File: config.mk
export PLATFORM = sky130hd
export DESIGN_NAME = pulse_input_edge_counter
export DESIGN_NICKNAME = d
export VERILOG_FILES = /design/src/rtl/core/pic_pkg.sv /design/src/rtl/core/pulse_input_edge_counter.sv
export SDC_FILE = /design/constraint.sdc
export NUM_CORES = 2
export LEC_CHECK = 0
export ABC_CLOCK_PERIOD_IN_PS = 36400
export BUFFER_PORTS_ARGS = -buffer_cell sky130_fd_sc_hd__clkbuf_2
export CAP_MARGIN = 20
export CORE_UTILIZATION = 53
export CTS_CLUSTER_DIAMETER = 30
export DETAILED_ROUTE_END_ITERATION = 10
export HOLD_SLACK_MARGIN = 0.12
export PLACE_DENSITY_LB_ADDON = 0.12
export SLEW_MARGIN = 5
export SYNTH_ARGS = -nofsm -noshare
export SYNTH_HDL_FRONTEND = slang
export SYNTH_SLANG_ARGS = --single-unit
File: constraint.sdc
create_clock -name clk -period 36.4 [get_ports clk]
set_clock_uncertainty 0.15 [all_clocks]
set_input_delay 7.28 -clock clk [delete_from_list [all_inputs] [get_ports clk]]
set_output_delay 7.28 -clock clk [all_outputs]
set_load 0.02 [all_outputs]
File: src/rtl/core/pic_pkg.sv
`timescale 1ns / 1ps

package pic_pkg;

    localparam int CHANNELS    = 16;
    localparam int CH_W        = 4;
    localparam int CFG_W       = 16;
    localparam int READ_W      = 32;
    localparam int IN_DATA_W   = 24;
    localparam int OUT_DATA_W  = 56;

    typedef enum logic
    {
        REG_ENABLE       = 1'b0,
        REG_CHANNEL_MASK = 1'b1
    } reg_index_t;

    typedef enum logic
    {
        OP_TICK = 1'b0,
        OP_READ = 1'b1
    } op_t;

    typedef logic [CHANNELS-1:0] chan_mask_t;

endpackage

File: src/rtl/core/pulse_input_edge_counter.sv
`timescale 1ns / 1ps

// Sixteen-channel active-low pulse counter with SLOT_COUNT banks of COUNT_WIDTH-bit wrapping
// counters. Each transaction is either a sample tick or a counter read, and yields exactly
// one result. The accepting edge registers the item together with the addressed bank row,
// read from the counter memory (one row per bank, one read and one write port, with forwarding
// of a write to the same row in the same cycle); the edge that commits it, once the output
// register is free or being taken, writes the updated row back and registers the result.
// A new item is accepted every cycle while the result side keeps taking results. Bank rows are
// marked valid once written and read as zero before that, so no clearing pass follows reset.
// A channel counts only when it is active now and was inactive on the three previous enabled
// ticks, so nothing counts in the first three enabled ticks after reset.
module pulse_input_edge_counter #(
    parameter int SLOT_COUNT  = 2,
    parameter int COUNT_WIDTH = 32
) (
    input  logic                            clk,
    input  logic                            rst_n,

    input  logic                            cfg_we,
    input  logic                            cfg_index,
    input  logic [pic_pkg::CFG_W-1:0]       cfg_wdata,

    input  logic                            s_axis_tvalid,
    output logic                            s_axis_tready,
    // [15:0] pin_levels, [16] slot, [20:17] read_channel, [23:21] zero
    input  logic [pic_pkg::IN_DATA_W-1:0]   s_axis_tdata,
    // [0] operation
    input  logic                            s_axis_tuser,

    output logic                            m_axis_tvalid,
    input  logic                            m_axis_tready,
    // [15:0] qualified_pulses, [16] pulse_seen, [48:17] count_value, [55:49] zero
    output logic [pic_pkg::OUT_DATA_W-1:0]  m_axis_tdata
);

    import pic_pkg::*;

    localparam int SLOT_AW = (SLOT_COUNT > 1) ? $clog2(SLOT_COUNT) : 1;

    typedef logic [CHANNELS-1:0][COUNT_WIDTH-1:0] row_t;

    logic                   enable_reg;
    chan_mask_t             mask_reg;
    chan_mask_t             hist0_reg;
    chan_mask_t             hist1_reg;
    chan_mask_t             hist2_reg;
    logic                   seen_reg;

    logic                   s1_valid_reg;
    op_t                    op_reg;
    chan_mask_t             pins_reg;
    logic                   slot_reg;
    logic [CH_W-1:0]        rch_reg;
    row_t                   row_reg;

    logic                   out_valid_reg;
    logic [OUT_DATA_W-1:0]  out_data_reg;
    logic [OUT_DATA_W-1:0]  out_data_next;

    row_t                   mem [SLOT_COUNT];
    logic [SLOT_COUNT-1:0]  row_valid_reg;

    logic                   accept;
    logic                   commit;
    logic                   s1_advance;
    logic [SLOT_AW-1:0]     in_addr;
    logic                   in_ok;
    logic                   in_slot;
    logic [SLOT_AW-1:0]     s1_addr;
    logic                   s1_ok;
    logic                   tick_on;
    chan_mask_t             qual;
    logic                   seen_next;
    logic                   mem_we;
    logic                   fwd;
    row_t                   row_wr;
    logic [READ_W-1:0]      count_value;

    assign s1_advance    = !out_valid_reg || m_axis_tready;
    assign s_axis_tready = !s1_valid_reg || s1_advance;
    assign accept        = s_axis_tvalid && s_axis_tready;
    assign commit        = s1_valid_reg && s1_advance;

    assign in_slot = s_axis_tdata[16];
    assign in_addr = SLOT_AW'(in_slot);
    assign in_ok   = (32'(in_slot) < SLOT_COUNT);
    assign s1_addr = SLOT_AW'(slot_reg);
    assign s1_ok   = (32'(slot_reg) < SLOT_COUNT);

    always_comb
    begin
        tick_on = (op_reg == OP_TICK) && enable_reg;
        qual    = '0;
        if (tick_on)
        begin
            qual = ~pins_reg & hist0_reg & hist1_reg & hist2_reg & mask_reg;
        end
        seen_next = seen_reg || (qual != '0);
        for (int i = 0; i < CHANNELS; i++)
        begin
            row_wr[i] = row_reg[i] + {{(COUNT_WIDTH-1){1'b0}}, qual[i]};
        end
        mem_we      = commit && tick_on && s1_ok;
        fwd         = mem_we && (s1_addr == in_addr);
        count_value = '0;
        if (op_reg == OP_READ)
        begin
            count_value = READ_W'(row_reg[rch_reg]);
        end
        out_data_next = {{(OUT_DATA_W-READ_W-CHANNELS-1){1'b0}}, count_value, seen_next, qual};
    end

    always_ff @(posedge clk or negedge rst_n)
    begin
        if (!rst_n)
        begin
            enable_reg <= 1'b0;
            mask_reg   <= '0;
        end
        else if (cfg_we)
        begin
            unique case (reg_index_t'(cfg_index))
                REG_ENABLE:       enable_reg <= cfg_wdata[0];
                REG_CHANNEL_MASK: mask_reg   <= cfg_wdata;
                default:          ;
            endcase
        end
    end

    always_ff @(posedge clk or negedge rst_n)
    begin
        if (!rst_n)
        begin
            s1_valid_reg  <= 1'b0;
            out_valid_reg <= 1'b0;
            hist0_reg     <= '0;
            hist1_reg     <= '0;
            hist2_reg     <= '0;
            seen_reg      <= 1'b0;
            row_valid_reg <= '0;
        end
        else
        begin
            if (accept)
            begin
                s1_valid_reg <= 1'b1;
            end
            else if (commit)
            begin
                s1_valid_reg <= 1'b0;
            end
            if (commit)
            begin
                out_valid_reg <= 1'b1;
            end
            else if (m_axis_tready)
            begin
                out_valid_reg <= 1'b0;
            end
            if (commit && tick_on)
            begin
                hist2_reg <= hist1_reg;
                hist1_reg <= hist0_reg;
                hist0_reg <= pins_reg;
                seen_reg  <= seen_next;
            end
            if (mem_we)
            begin
                row_valid_reg[s1_addr] <= 1'b1;
            end
        end
    end

    always_ff @(posedge clk)
    begin
        if (accept)
        begin
            op_reg   <= op_t'(s_axis_tuser);
            pins_reg <= s_axis_tdata[15:0];
            slot_reg <= in_slot;
            rch_reg  <= s_axis_tdata[20:17];
        end
        if (commit)
        begin
            out_data_reg <= out_data_next;
        end
    end

    always_ff @(posedge clk)
    begin
        if (mem_we)
        begin
            mem[s1_addr] <= row_wr;
        end
        if (accept)
        begin
            if (!in_ok)
            begin
                row_reg <= '0;
            end
            else if (fwd)
            begin
                row_reg <= row_wr;
            end
            else if (!row_valid_reg[in_addr])
            begin
                row_reg <= '0;
            end
            else
            begin
                row_reg <= mem[in_addr];
            end
        end
    end

    assign m_axis_tvalid = out_valid_reg;
    assign m_axis_tdata  = out_data_reg;

    a_read_no_pulses: assert property (@(posedge clk) disable iff (!rst_n)
        commit && (op_reg == OP_READ) |=> m_axis_tdata[15:0] == '0)
        else $error("read result carries qualified pulses");

    a_pulse_sets_seen: assert property (@(posedge clk) disable iff (!rst_n)
        m_axis_tvalid && (m_axis_tdata[15:0] != '0) |-> m_axis_tdata[16])
        else $error("pulse counted without sticky flag");

    a_seen_sticky: assert property (@(posedge clk) disable iff (!rst_n)
        seen_reg |=> seen_reg)
        else $error("sticky flag cleared");

    a_row_marked: assert property (@(posedge clk) disable iff (!rst_n)
        mem_we |=> row_valid_reg[$past(s1_addr)])
        else $error("written bank row not marked valid");

    a_disabled_tick_quiet: assert property (@(posedge clk) disable iff (!rst_n)
        commit && !enable_reg |=> $stable(hist0_reg) && $stable(row_valid_reg))
        else $error("disabled tick changed state");

endmodule

# Word-level counts from Yosys, hierarchy flattened
# Memories as Yosys holds them, arrays and structs flattened.
# Cells that the tools add are included.
# word_totals
regBits	653
ramBits	1024
out_inout_bits	58
elab_cells	92
mem_count	1
# memory_table
memory	depth	word_bits	read_ports	rd_ports_with_merged_regs	write_ports	line	rtl
mem	2	512	1	0	1	pulse_input_edge_counter.sv:61	row_t mem [SLOT_COUNT];
# classes
n_addsub	16
magnitude_cmp	4
n_eq_ne	1
mux	15
bitwise	8
n_reduce_logical	16
# op_table
op	n
$mux W512	2
$add A32 B1 Y32	16
$bmux W32 S4	1
$and A16 B16 Y16	4
$mux W32	1
$mux W16	1
$not A16 Y16	1
$reduce_bool A16 Y1	1
$mux W1	9
$logic_and A1 B1 Y1	6
$lt A4 B5 Y1 const B	1
$lt A1 B2 Y1 const B	2
$reduce_and A2 Y1	2
$reduce_bool A2 Y1	2
$logic_or A1 B1 Y1	3
$logic_not A1 Y1	2
$not A1 Y1	2
$or A2 B2 Y2	1
$demux W1 S1	1
$eq A1 B1 Y1	1
$ge A1 B1 Y1 const B	1

# Depth between registers and ports, before layout
# logic_depth
depth_word	8
depth_mapped	12
ltp_nobuf	10

# Worst setup path after synthesis
# Ideal clock, no wire load.
# synth_timing
kind	in2reg
from	input port m_axis_tready
to	register row_reg[318] in the netlist's numbering, data pin
arrival_ps	38953
path_slack_ps	-2962
cell_stages	8
path_buffers	3
path_cell_list	nor2b_1 > nor4_2 > o22a_2 > buf_4 > buf_4 > buf_4 > nor2_1 > a211o_1
# synth_via
elab_chain_len	5
# synth_rtl
element	line	rtl
from (decl)	pulse_input_edge_counter.sv:32	input logic m_axis_tready,
$logic_or A1 B1 Y1	pulse_input_edge_counter.sv:80	assign s1_advance = !out_valid_reg || m_axis_tready;
$logic_and A1 B1 Y1	pulse_input_edge_counter.sv:83	assign commit = s1_valid_reg && s1_advance;
$logic_and A1 B1 Y1	pulse_input_edge_counter.sv:104	mem_we = commit && tick_on && s1_ok;
$logic_and A1 B1 Y1	pulse_input_edge_counter.sv:105	fwd = mem_we && (s1_addr == in_addr);
$mux W512	pulse_input_edge_counter.sv:202	else if (fwd)
to (signal assigned)	pulse_input_edge_counter.sv:204	row_reg <= row_wr;
to (signal assigned)	pulse_input_edge_counter.sv:212	row_reg <= mem[in_addr];
to (decl)	pulse_input_edge_counter.sv:55	row_t row_reg;
# No other way between the ends.
# A chain may end at the register's enable or synchronous reset.

# Final worst setup path
# layout_timing
from	input port m_axis_tready
to	output port s_axis_tready
# layout_via
elab_chain_len	2
# layout_rtl
element	line	rtl
$logic_or A1 B1 Y1	pulse_input_edge_counter.sv:80	
$logic_or A1 B1 Y1	pulse_input_edge_counter.sv:81	assign s_axis_tready = !s1_valid_reg || s1_advance;
to (decl)	pulse_input_edge_counter.sv:25	output logic s_axis_tready,
# No other way between the ends.

==> out/metrics.yaml <==
synth_flop_cell: "edfxtp_1"
r2r_cells: 9
rows: 138
critPathRequiredTime_ns: 28.97
min_path_type: "reg -> reg"
numCtsBuffers: 369
grt_max_degree: 172
dieArea_um2: 143900
dpl.hpwl_um: 116100
yosys.cell_types.count: 50
start_util_pct: 53.36
finalCritPeriodShare_pct: 43.59
drv_slew: 0
numClockSinks: 1677
ys_ff_latch: 1677
syn_to_final_growth_pct: 19.48
r2r_start: "op_reg"
dp.cells: 6798
critical_path.top_delay_family: "simple AND/OR/NAND/NOR gates"
relSlewSlack_pct: 23.07
finalSetupViolations: 0
ys_seq_area_share_pct: 66.27
outcome: "finished, final reports clean"
drt_iter0_markers: 4030
syn_area_um2: 75460
gp_congestion: 0.8171
crit_chain: "clkbuf_2, nor2b_1, nand2_1, clkbuf_2"
postRouteAntennaNets: 0
path_max_fanout: 6
routed_wl_um: 189400
die_h_um: 379.3
vias: 45291
critPathKind: "in -> out"
place.port_buffers: 94
whs_path_depth: 2
drcViolationCount: 0
grt_usage_pct: 26.33
fin_nets: 5360
cts_tree: "yes"
worstSkewPairLatency_ns: 0.90
arrival_ns: 8.44
postCtsSetupRepairBufs: 0
synth-edff-count: 1607
power_density_nw_per_um2: 66.13
reg2reg_slack_ns: 30.71
period_minus_slack_ns: 15.87
worstMarginPinSlew_ns: 1.148
largest_reg_flops: 1024
ir_drop_mv: 0.06012
place_area_um2: 77900
layout_setup_ws_ns: 20.53
r2r-end: "mem[0][57]"
async_reset_ff_share_pct: 4.174
via_per_inst: 6.075
path_buf_inv: 2
min_from: "pins_reg[6]"
critical-path-max-stage-delay_ns: 0.66
cap_viol_max_count: 0
crit_slowest_cell: "nor2b_1"
io_pins: 105
netlist_instances: 4990
rsz0062_at_grt: "no"
crit_path_frequent_cell: "clkbuf_2"
grt_pass1_wl_um: 282100
place_ws_ns: 20.53
h-tree-depth: 5
fmax_mhz: 63.03
cts_resized: 0
whs_endpoint: "hist0_reg[6]"
cts_buffer_depth: 4
drt-wirelength-per-cell_um: 25.40
die_w_um: 379.3
final_core_util_pct: 63.76
power_mw: 5.963
ctsHoldBuffers: 0
cp-end-kind: "primary output"
grt_pass1_vias: 44946
p_leak_nw: 31.27
cts-root-buf: "clkbuf_16"
core_um2: 141400
fin_area_um2: 90160
finalHoldViolCount: 0
clk_transition_reported_paths_ns: 0.04
fin_worst_hold_slack_ns: 0.3094
layout.cells.non_filler: 7455
syn_area_per_cell_um2: 15.12
overflow: 0
antenna_found_initial: 16
yosysWarnings: 0
drive_gt1_share_pct: 17.24
first_pass_iters: 6
cp-start-kind: "input port"
finalSetupTns_ns: 0
Yosys cell counts (29+ instances only):
cell type / instances / area share [%]
xnor2_1: 352 / 4.1
and2_1: 49 / 0.41
buf_2: 41 / 0.27
nor2_1: 98 / 0.49
mux2i_1: 510 / 6.8
o2bb2ai_1: 352 / 4.1
mux4_2: 159 / 4.7
xor2_1: 128 / 1.5
nand2_1: 457 / 2.3
ha_1: 33 / 0.55
edfxtp_1: 1607 / 64
nor3_1: 74 / 0.49
nand4_1: 191 / 1.6
clkbuf_1: 173 / 0.86
and3_1: 70 / 0.58
dfrtp_1: 70 / 2.3
nand3_1: 226 / 1.5
o21ai_0: 158 / 1.0
and4_1: 55 / 0.64
nor4_1: 29 / 0.24
worst max-delay path by stage:
stage                       start       endpoint  slack [ns]  cells past startpoint
floorplan           m_axis_tready   row_reg[318]       10.24                      8
global placement    m_axis_tready  s_axis_tready       20.55                      4
detailed placement  m_axis_tready  s_axis_tready       20.53                      4
CTS                 m_axis_tready  s_axis_tready       20.52                      4
global route        m_axis_tready  s_axis_tready       20.44                      4
finish              m_axis_tready  s_axis_tready       20.53                      4
report_power, final:
part	total, mW	switching (mW)	leakage [nW]	internal, mW
clock	3.25	1.03	5.91	2.22
combinational	0.352	0.223	9.49	0.129
sequential	2.36	0.0987	15.9	2.26
cell usage in the layout, fill, tap and decap left out, types with 55 or more instances in the layout:
| master | n |
|---|---|
| nor2_1 | 96 |
| xnor2_1 | 352 |
| o2bb2ai_1 | 352 |
| clkinv_2 | 55 |
| nand3_1 | 226 |
| nor3_1 | 72 |
| clkbuf_16 | 376 |
| mux2i_1 | 510 |
| buf_4 | 69 |
| dfrtp_1 | 70 |
| xor2_1 | 128 |
| and4_1 | 55 |
| clkbuf_2 | 93 |
| and3_1 | 69 |
| nand2_1 | 457 |
| edfxtp_1 | 1607 |
| mux4_2 | 159 |
| o21ai_0 | 158 |
| nand4_1 | 191 |
kinds of logic after synthesis:
logic type	Yosys count	synth area share (%)
XOR/XNOR	481	5.593
multiplexers	689	11.83
other	1	0.004969
adder cells (fa/ha/maj)	33	0.5472
AND/OR/NAND/NOR	1316	8.917
flip-flops	1677	66.27
AO/OA/AOI/OAI	517	5.211
buffers and inverters	276	1.628
per-layer routing:
| layer | part of all wire, % | vias to the layer above | GRT usage (%) |
|---|---|---|---|
| met3 | 6.6 | 349 | 4.497 |
| met2 | 47 | 1474 | 40.41 |
| met5 | 0.011 | - | 0 |
| met4 | 2.9 | 4 | 9.518 |
| li1 | - | 20315 | - |
| met1 | 44 | 23149 | 37.90 |
final cells by class:
cell class	instances	area [um2]
diodes	1	2.502
multi-input cells	3043	24320
fillers	10177	51250
repair buffers	170	1139
clock inverters	236	2605
inverters	19	71.32
clock buffers	419	9651
flip-flops and latches	1677	50010
well taps	1890	2365
tightest hold or removal path, stage by stage, from the launching register on:
cell      delay (ns)
edfxtp_1        0.33
nand2_1         0.05
nand2_1         0.05
Power figures use the tool's default switching activity.
